**src/sacd_pkg.sv**
```systemverilog
// shared types and constants for the set-associative cache directory
// used by the controller, the datapath and the top level
`timescale 1ns / 1ps

package sacd_pkg;

  localparam int unsigned LineBytes = 16;
  localparam int unsigned Sets      = 64;
  localparam int unsigned Ways      = 4;
  localparam int unsigned OffW      = $clog2(LineBytes);
  localparam int unsigned SetW      = $clog2(Sets);
  localparam int unsigned WayW      = $clog2(Ways);
  localparam int unsigned LineW     = 32 - OffW;
  localparam int unsigned TagW      = LineW - SetW;
  localparam int unsigned MaxRes    = 5;
  localparam int unsigned MaxBytes  = 64;

  typedef enum logic [1:0] {
    FUNC_READ  = 2'd0,
    FUNC_WRITE = 2'd1,
    FUNC_CLEAR = 2'd2,
    FUNC_NONE  = 2'd3
  } func_e;

  localparam logic REG_REPLACE = 1'b0;
  localparam logic REG_WRITE   = 1'b1;

  // controller to datapath
  typedef struct packed {
    logic load;    // take a new access
    logic clear;   // zero counters
    logic rd;      // issue tag read for current line
    logic upd;     // resolve line, update state, capture result
    logic next;    // advance to next line
  } sacd_cmd_t;

  // datapath to controller
  typedef struct packed {
    logic more;    // another line remains for this access
  } sacd_sts_t;

  typedef struct packed {
    logic             hit;
    logic [1:0]       way;
    logic             fetch_line;
    logic [27:0]      line_number;
    logic             evict_dirty;
    logic [27:0]      evict_line_number;
    logic             write_memory;
    logic [31:0]      hits_total;
    logic [31:0]      misses_total;
    logic             last;
  } sacd_res_t;

endpackage

```
**src/sacd_ctrl.sv**
```systemverilog
// controller state machine for the cache directory
// depends on sacd_pkg
`timescale 1ns / 1ps

module sacd_ctrl import sacd_pkg::*; (
  input  logic      clk_i,
  input  logic      rst_ni,
  input  logic      in_valid_i,
  output logic      in_ready_o,
  input  logic [1:0] in_func_i,
  input  logic [6:0] in_count_i,
  output logic      out_valid_o,
  input  logic      out_ready_i,
  output sacd_cmd_t cmd_o,
  input  sacd_sts_t sts_i
);

  typedef enum logic [3:0] {
    ST_IDLE = 4'b0001,
    ST_READ = 4'b0010,
    ST_UPD  = 4'b0100,
    ST_OUT  = 4'b1000
  } state_e;

  state_e state_q, state_d;
  logic   ovalid_q, ovalid_d;

  always_comb begin
    state_d  = state_q;
    ovalid_d = ovalid_q;
    cmd_o    = '0;
    in_ready_o = 1'b0;
    if (out_ready_i) ovalid_d = 1'b0;
    unique case (state_q)
      ST_IDLE: begin
        in_ready_o = 1'b1;
        if (in_valid_i) begin
          if (in_func_i == FUNC_CLEAR) cmd_o.clear = 1'b1;
          // a zero byte count touches no line
          else if (in_func_i != FUNC_NONE && in_count_i != 7'd0) begin
            cmd_o.load = 1'b1;
            state_d    = ST_READ;
          end
        end
      end
      ST_READ: begin
        cmd_o.rd = 1'b1;
        state_d  = ST_UPD;
      end
      ST_UPD: begin
        // previous result must be gone before the register is overwritten
        if (!ovalid_q || out_ready_i) begin
          cmd_o.upd = 1'b1;
          ovalid_d  = 1'b1;
          state_d   = ST_OUT;
        end
      end
      ST_OUT: begin
        if (sts_i.more) begin
          cmd_o.next = 1'b1;
          state_d    = ST_READ;
        end else begin
          state_d = ST_IDLE;
        end
      end
      default: state_d = ST_IDLE;
    endcase
  end

  assign out_valid_o = ovalid_q;

  always_ff @(posedge clk_i or negedge rst_ni) begin
    if (!rst_ni) begin
      state_q  <= ST_IDLE;
      ovalid_q <= 1'b0;
    end else begin
      state_q  <= state_d;
      ovalid_q <= ovalid_d;
    end
  end

endmodule

```
**config.mk**
```make
export PLATFORM = sky130hd
export DESIGN_NAME = sacd_ctrl
export DESIGN_NICKNAME = d
export VERILOG_FILES = /design/src/sacd_pkg.sv /design/src/sacd_ctrl.sv
export SDC_FILE = /design/constraint.sdc
export NUM_CORES = 1
export LEC_CHECK = 0
export BUFFER_PORTS_ARGS = -buffer_cell sky130_fd_sc_hd__buf_4
export CAP_MARGIN = 20
export CORE_AREA = 2 2 39 41
export DETAILED_ROUTE_END_ITERATION = 12
export DIE_AREA = 0 0 41 43
export HOLD_SLACK_MARGIN = 0.1
export PLACE_DENSITY = 0.55
export REMOVE_ABC_BUFFERS = 1
export SETUP_SLACK_MARGIN = 0.4
export SLEW_MARGIN = 20
export SYNTH_ARGS = -nofsm -noshare
export SYNTH_HDL_FRONTEND = slang
export SYNTH_SLANG_ARGS = --single-unit
```
**constraint.sdc**
```tcl
create_clock -name clk_i -period 2.61 [get_ports clk_i]
set_clock_uncertainty 0.05 [all_clocks]
set_input_delay 0.261 -clock clk_i [delete_from_list [all_inputs] [get_ports clk_i]]
set_output_delay 0.261 -clock clk_i [all_outputs]
set_load 0.02 [all_outputs]
```
==> flow_summary.json, run 1 <==
{
  "slew-limit-headroom": 0.808,
  "drt_drc_violations_left": 0,
  "finalPower_mw": 0.232,
  "drt_first_pass_iters": 2,
  "worstSetupPathType": "flip-flop to output port",
  "yosysTopAreaCellShare": 0.288,
  "hold_violations": 0,
  "fin_tns_setup_ns": 0,
  "fin_nets": 70,
  "min_period_ns": 1.84,
  "rr_endpoint": "state_q[0]$_DFFE_PN1P_",
  "setup_viol": 0,
  "report.final.slew_viol_count": 0,
  "synth-seq-cells": 5,
  "synth_area_sq_um": 348,
  "h-tree-depth": 1,
  "ir_worst_vdd_mv": 0.160,
  "cp_max_fo": 8,
  "gr-usage-all-layers": 0.105,
  "synth_xor_area_frac": 0,
  "wire_per_inst_microns": 10.7,
  "fin_hold_ws_ns": 0.195,
  "worst_slew_pin_slew_ns": 0.289,
  "clk_latency_ns": 0.23,
  "dr_wl_met2_microns": 414,
  "synth-edff-count": 0,
  "min_from": "in_func_i[1]",
  "maxCapViolations": 0,
  "met1Wirelength_microns": 284,
  "grt_pass1_wl_microns": 1170,
  "grt_pass1_vias": 326,
  "post-route-util": 0.387,
  "fp.dieH_microns": 43,
  "syn_avg_cell_area_sq_um": 10.9,
  "synth-compound-area-share": 0.0935,
  "synth_top_area_cell": "dfrtp_1",
  "synth_area_leaders": "dfrtp_1, nor3b_1, dfstp_2",
  "vias": 326,
  "start_kind": "flip-flop",
  "status": "finished clean",
  "root_buffer": "clkbuf_4",
  "numCtsBuffers": 3,
  "vias_per_cell": 4.59,
  "synth-async-reset-ratio": 1.00,
  "rr_worst_depth": 3,
  "die-area_sq_um": 1760,
  "cp_data_required_time_ns": 2.30,
  "dr_wl_met3_microns": 58,
  "power_density_nw_per_um2": 433,
  "setup.worst_path.end_class": "output port",
  "n_fill_cell": 154,
  "antenna_found_initial": 0,
  "synthAdderAreaFrac": 0,
  "core_sq_um": 1380,
  "synth_mux_area_frac": 0.0288,
  "leakage_nw": 0.254,
  "cts_tree": "built",
  "fin_crit_sh": 0.705,
  "hold_class": "input pin to flip-flop",
  "start_util": 0.251,
  "drive_gt1_frac": 0.527,
  "holdPathEnd": "state_q[1]$_DFFE_PN0P_",
  "dieWidth_microns": 41,
  "std_cell_rows": 14,
  "synth_top_family_by_area": "simple AND/OR/NAND/NOR gates",
  "grt_max_degree": 9,
  "port_buffers": 20,
  "cts.sinks": 5,
  "diodes": 0,
  "layout_commonest_cell": "buf_4",
  "post_cts_resized": 0,
  "arrival_ns": 1.53,
  "clk_path_buf_depth": 2,
  "clk_pin_slew_ns": 0.04,
  "ys.flop_type": "dfrtp_1",
  "most-common-layout-cells": "buf_4, nor3b_1, dfrtp_1",
  "wirelength_microns": 757,
  "drtIter0Drc": 2,
  "gp_congestion": 0.649,
  "rsz0062_at_grt": "false",
  "reg2reg_from": "state_q[2]$_DFFE_PN0P_",
  "final_antenna_net_count": 0,
  "ys_seq_area_frac": 0.363,
  "whs_path_depth": 2,
  "hpwl_microns": 653,
  "yosys_warnings": 0,
  "ys_types": 21,
  "synth-simple-area-share": 0.428,
  "top_layer_used": "met3",
  "rrSetupSlack_ns": 1.22,
  "synth_cells": 32,
  "synthToLayoutAreaGrowth_pct": 54.0,
  "grt_overflow": 0,
  "max_freq_mhz": 543,
  "io-pin-count": 21
}
power breakdown:
part           switching [mW]  internal [mW]
Combinational          0.0234         0.0330
Clock                  0.0279         0.0576
Sequential            0.00720         0.0829
Total                  0.0585          0.173
through the flow:
stage               instance area [sq um]  setup WS, ns  std cells
floorplan                             329         0.702         30
global placement                      499         0.972         66
detailed placement                    499         0.965         66
CTS                                   536         0.730         71
global route                          536         0.658         71
finish                                536         0.769         71
timing repair:
item                      CTS  global route
buffers inserted            0             0
hold buffers                1             0
hold endpoints to repair    5             0
sequential cells by signal, summed over array words and instances, names as in the netlist:
signal / count
out_valid_o: 1
state_q: 4
worst max-delay path, cell delays in order (launching register included):
cell and delay [ns]:
dfrtp_1 0.47, nor4b_4 0.34, nand2_2 0.11, nor3b_1 0.20, buf_4 0.17
per-layer routing:
layer  vias up  global-route usage
met5         -                   0
met4         0               0.100
met3         0              0.0314
met2        13               0.175
met1       146              0.0882
li1        167                   -
synth_stat cells (2+ instances only):
| cell | number |
|---|---|
| nor3b_1 | 4 |
| inv_1 | 3 |
| dfrtp_1 | 4 |
| a21oi_1 | 2 |
| nor3_1 | 3 |
kinds of logic (layout without fill, tap and decap cells):
kind of cell | after synthesis | count (layout)
buffers and inverters | 5 | 28
flip-flops | 5 | 5
AND/OR/NAND/NOR | 16 | 16
AO/OA/AOI/OAI | 5 | 5
multiplexers | 1 | 1
layout make-up:
type                       instances  area (sq um)  share of cell area
clock buffer                       4          26.3              0.0491
inverter                           3          11.3              0.0210
tap                               16          20.0              0.0374
timing repair buffer              21           160               0.299
multi-input combinational         22           191               0.357
sequential                         5           126               0.236
worst max path at each step:
stage	startpoint	slack, ns	depth (start not counted)	end
global route	state_q[2]$_DFFE_PN0P_	0.66	4	cmd_o[3]
CTS	state_q[2]$_DFFE_PN0P_	0.73	4	cmd_o[3]
detailed placement	in_count_i[2]	0.97	5	cmd_o[4]
global placement	in_count_i[2]	0.97	5	cmd_o[4]
floorplan	state_q[2]$_DFFE_PN0P_	0.70	3	cmd_o[3]
finish	state_q[2]$_DFFE_PN0P_	0.77	4	cmd_o[3]
Power figures use the tool's default switching activity.
==> run 2: changes to the inputs <==
==> constraint.sdc (replaced) <==
create_clock -name clk_i -period 1.85 [get_ports clk_i]
set_clock_uncertainty 0.05 [all_clocks]
set_input_delay 0.185 -clock clk_i [delete_from_list [all_inputs] [get_ports clk_i]]
set_output_delay 0.185 -clock clk_i [all_outputs]
set_load 0.02 [all_outputs]
==> run 2 against run 1 <==
  * Clock power is 47% higher
  * Combinational power is 100% higher
  * Worst setup slack worse by 0.60 ns
  * Critical path depth is 2 higher
  * Highest routed layer is now met4
  * Count of clock-buffer cells in the layout stayed put
  * Wire length is 27% higher
  * Register-to-register slack worse by 0.96 ns
==> flow_summary.json, run 2 (synthesis gave the netlist of run 1 again) <==
{
  "start_kind": "flip-flop",
  "wire_per_inst_microns": 11.1,
  "status": "finished clean",
  "maxCapViolations": 0,
  "core_sq_um": 1380,
  "start_util": 0.251,
  "critPathMaxStageDelay_ns": 0.42,
  "regMostFlops": "state_q",
  "rsz0062_at_grt": "true",
  "grt_pass1_vias": 376,
  "root_buffer": "clkbuf_4",
  "place_ws_ns": 0.312,
  "finalPower_mw": 0.367,
  "crit_top_cell": "buf_6",
  "cp_data_required_time_ns": 1.62,
  "report.final.slew_viol_count": 0,
  "hold_violations": 0,
  "leakage_nw": 0.332,
  "wirelength_microns": 958,
  "cts_tree": "built",
  "gp_congestion": 0.635,
  "setup_viol": 0,
  "antenna_found_initial": 0,
  "std_cell_rows": 14,
  "hpwl_microns": 584,
  "ir_worst_vdd_mv": 0.363,
  "crit_buf_inv": 5,
  "vias_per_cell": 4.64,
  "fin_tns_setup_ns": 0,
  "diodes": 0,
  "numCtsBuffers": 3,
  "clk_latency_ns": 0.24,
  "grt_max_degree": 9,
  "final_antenna_net_count": 0,
  "clk_path_buf_depth": 2,
  "grt_pass1_wl_microns": 1460,
  "synthToLayoutAreaGrowth_pct": 103,
  "setup.worst_path.end_class": "output port",
  "vias": 399,
  "fin_nets": 85,
  "fin_crit_sh": 0.908,
  "worst_slew_pin_slew_ns": 0.291,
  "power_density_nw_per_um2": 519,
  "largest_reg_flops": 4,
  "drive_gt1_frac": 0.757,
  "slowest_stage": "dfrtp_2",
  "arrival_ns": 1.45,
  "gr-usage-all-layers": 0.124,
  "max_freq_mhz": 595,
  "final_cell_count_no_fill": 86,
  "most-common-layout-cells": "buf_4, buf_6",
  "crit_family": "buffers and inverters",
  "cp_max_fo": 6,
  "cts.sinks": 5,
  "drt_first_pass_iters": 2,
  "fin_ws_ns": 0.169,
  "layout_commonest_cell": "buf_4",
  "worstSetupPathType": "flip-flop to output port",
  "min_period_ns": 1.68,
  "h-tree-depth": 1,
  "port_buffers": 20,
  "dp.cells": 66,
  "hold_class": "input pin to flip-flop",
  "drt_drc_violations_left": 0,
  "die-area_sq_um": 1760,
  "io-pin-count": 21,
  "grt_overflow": 0,
  "drtIter0Drc": 1,
  "fp.dieH_microns": 43,
  "crit_chain": "buf_4 -> buf_6 -> buf_6 -> nand4b_1 -> inv_1 -> buf_6",
  "clk_pin_slew_ns": 0.04,
  "dieWidth_microns": 41,
  "slew-limit-headroom": 0.804
}
-- run 2: stage by stage --
step	cell area [sq um]	utilization	hold slack, ns
CTS	633	0.458	0.103
detailed placement	499	0.361	-0.0603
global placement	499	0.361	-0.0600
finish	707	0.511	0.104
global route	707	0.511	0.115
floorplan	329	-	-0.161
-- run 2: final timing paths --
check	start	to	slack, ns	cells after the start
worst max-delay path	state_q[2]$_DFFE_PN0P_	cmd_o[0]	0.17	6
worst min-delay path	out_ready_i	out_valid_o$_DFF_PN0_	0.10	2
worst max register to register	state_q[2]$_DFFE_PN0P_	state_q[1]$_DFFE_PN0P_	0.26	8
worst min register to register	out_valid_o$_DFF_PN0_	state_q[3]$_DFFE_PN0P_	0.46	1
max in group asynchronous	rst_ni	state_q[0]$_DFFE_PN1P_	1.33	2
min in group asynchronous	rst_ni	state_q[3]$_DFFE_PN0P_	0.23	2
-- run 2: worst reg2reg max path, cell delays in order (launching register included) --
cell      delay (ns)
dfrtp_2         0.42
buf_4           0.14
buf_6           0.10
buf_6           0.12
nand4b_1        0.20
buf_4           0.16
buf_4           0.12
buf_4           0.12
o31ai_2         0.05
-- run 2: final cells by class --
type,instances,area (sq um)
fill,131,677
timing repair buffer,36,292
multi-input combinational,22,228
sequential,5,130
clock buffer,4,26.3
tap,16,20.0
inverter,3,11.3
-- run 2: layer usage --
| metal | global-route usage | vias up | share of wire |
|---|---|---|---|
| met2 | 0.203 | 17 | 0.54 |
| met3 | 0.0314 | 2 | 0.068 |
| met1 | 0.141 | 183 | 0.38 |
| met4 | 0.0600 | 0 | 0.010 |
| li1 | - | 197 | - |
| met5 | 0 | - | 0 |
-- run 2: power by group --
group          switching [mW]  internal, mW
sequential            0.00804         0.117
combinational          0.0466        0.0686
clock                  0.0447        0.0816
-- run 2: what timing repair did --
item,CTS,global route
gates resized for setup,9,6
pin swaps,4,1
setup buffers,9,6
setup endpoints to repair,6,8
endpoints found under the hold margin,5,0
hold buffers,1,0
cloned,0,0
==> run 3: changes to the inputs <==
--- a/config.mk
+++ b/config.mk
@@ -13,7 +13,7 @@
 export HOLD_SLACK_MARGIN = 0.1
 export PLACE_DENSITY = 0.55
 export REMOVE_ABC_BUFFERS = 1
-export SETUP_SLACK_MARGIN = 0.4
+export SETUP_SLACK_MARGIN = 0.02
 export SLEW_MARGIN = 20
 export SYNTH_ARGS = -nofsm -noshare
 export SYNTH_HDL_FRONTEND = slang
==> constraint.sdc (replaced) <==
create_clock -name clk_i -period 1.8 [get_ports clk_i]
set_clock_uncertainty 0.05 [all_clocks]
set_input_delay 0.18 -clock clk_i [delete_from_list [all_inputs] [get_ports clk_i]]
set_output_delay 0.18 -clock clk_i [all_outputs]
set_load 0.02 [all_outputs]
==> run 3 against run 2 <==
  * Worst hold slack better by 0.0023 ns
  * Via count down 11%
  * Die area unchanged
  * Sequential share of layout area up 3.8 points
  * Largest cell class is now multi-input combinational cells
  * Clock power up 3%
  * Final area down 18%
  * Largest power group unchanged
  * Flip-flop and latch count unchanged
  * Utilization down 9.1 points
  * Non-clock buffer count down 11
==> flow_summary.json, run 3 (synthesis gave the netlist of run 1 again) <==
{
  "wirelength_microns": 751,
  "multi_input_area_sq_um": 201,
  "setup.worst_path.end_class": "output port",
  "reg2reg_from": "state_q[0]$_DFFE_PN1P_",
  "status": "finished clean",
  "wire_per_inst_microns": 10.0,
  "clk_latency_ns": 0.24,
  "hpwl_microns": 620,
  "worstSetupPathType": "flip-flop to output port",
  "cts_tree": "built",
  "crit_path_start": "state_q[0]$_DFFE_PN1P_",
  "leakage_nw": 0.272,
  "port_buffers": 20,
  "maxCapViolations": 0,
  "worst_slew_pin_slew_ns": 0.276,
  "regMostFlops": "state_q",
  "most-common-layout-cells": "buf_4, inv_1, nor3b_1, clkbuf_4",
  "hold_class": "input pin to flip-flop",
  "gp_congestion": 0.685,
  "rr_endpoint": "state_q[0]$_DFFE_PN1P_",
  "fin_crit_sh": 0.939,
  "min_period_ns": 1.69,
  "fin_nets": 74,
  "drt_drc_violations_left": 0,
  "power_density_nw_per_um2": 605,
  "antenna_found_initial": 0,
  "root_buffer": "clkbuf_4",
  "std_cell_rows": 14,
  "gr-usage-all-layers": 0.0990,
  "vias": 355,
  "grt_overflow": 0,
  "clk_pin_slew_ns": 0.05,
  "ir_worst_vdd_mv": 0.256,
  "grt_pass1_vias": 305,
  "synthToLayoutAreaGrowth_pct": 66.9,
  "fp.dieH_microns": 43,
  "start_kind": "flip-flop",
  "regArea_sq_um": 129,
  "rsz0062_at_grt": "false",
  "start_util": 0.251,
  "arrival_ns": 1.46,
  "grt_max_degree": 9,
  "numCtsBuffers": 3,
  "drt_first_pass_iters": 2,
  "design_area_sq_um": 581,
  "n_fill_cell": 151,
  "vias_per_cell": 4.73,
  "grt_pass1_wl_microns": 1180,
  "largest_reg_flops": 4,
  "dieWidth_microns": 41,
  "cp_max_fo": 4,
  "rr_worst_depth": 3,
  "max_freq_mhz": 592,
  "dp.cells": 66,
  "diodes": 0,
  "core_sq_um": 1380,
  "hold_violations": 0,
  "setup_viol": 0,
  "rrSetupSlack_ns": 0.44,
  "drive_gt1_frac": 0.610,
  "io-pin-count": 21,
  "fin_ws_ns": 0.110,
  "final_cell_count_no_fill": 75,
  "crit_end": "cmd_o[3]",
  "clk_path_buf_depth": 2,
  "cp_data_required_time_ns": 1.57,
  "drtIter0Drc": 2,
  "report.final.slew_viol_count": 0,
  "place_ws_ns": 0.289,
  "layout_commonest_cell": "buf_4",
  "cts.sinks": 5,
  "die-area_sq_um": 1760,
  "final_antenna_net_count": 0,
  "slew-limit-headroom": 0.814,
  "place_area_sq_um": 499,
  "h-tree-depth": 1
}
==> run 3: final cells by class <==
type                       instances  area share
sequential                         5       0.222
clock buffer                       4      0.0453
inverter                           3      0.0194
tap                               16      0.0345
timing repair buffer              25       0.332
multi-input combinational         22       0.347
==> run 3: routing by layer <==
metal | GRT usage | part of all wire
met3 | 0.0209 | 0.071
met5 | 0 | 0
met1 | 0.115 | 0.40
met4 | 0.0600 | 0.023
met2 | 0.156 | 0.51
==> run 3: worst min-delay path by stage <==
stage / startpoint / endpoint / slack (ns) / depth (start not counted)
after CTS: in_func_i[1] / state_q[1]$_DFFE_PN0P_ / 0.11 / 2
after floorplan: rst_ni / out_valid_o$_DFF_PN0_ / -0.17 / 0
after global placement: rst_ni / state_q[3]$_DFFE_PN0P_ / -0.07 / 1
final: in_func_i[1] / state_q[1]$_DFFE_PN0P_ / 0.11 / 2
after detailed placement: rst_ni / state_q[3]$_DFFE_PN0P_ / -0.07 / 1
after global routing: in_func_i[1] / state_q[1]$_DFFE_PN0P_ / 0.12 / 2
==> run 3: report_power, final <==
| group | switching [mW] | total, mW | internal (mW) |
|---|---|---|---|
| logic | 0.0375 | 0.0921 | 0.0545 |
| registers | 0.00883 | 0.129 | 0.120 |
| clock network | 0.0460 | 0.130 | 0.0838 |
==> run 3: through the flow <==
stage          power [mW]  setup TNS, ns  utilization  hold slack [ns]
2_1_floorplan       0.169        -0.0271            -           -0.166
3_3_place_gp        0.213              0        0.361          -0.0653
3_5_place_dp        0.213              0        0.361          -0.0652
4_1_cts             0.349              0        0.396            0.105
5_1_grt             0.373              0        0.420            0.120
6_report            0.351              0        0.420            0.107
==> run 3: worst max-delay path: stages, from the launching register on <==
cell     delay [ns]
dfstp_2        0.55
nor4b_4        0.22
nand2_2        0.12
nor3b_2        0.17
buf_4          0.16
==> run 3: what timing repair did <==
action                                  CTS  global route
buffers inserted                          0             3
hold buffers                              2             0
endpoints found under the setup margin    1             2
pin swaps                                 0             2
endpoints found under the hold margin     6             0
gates resized for setup                   2             2
gates cloned                              0             0
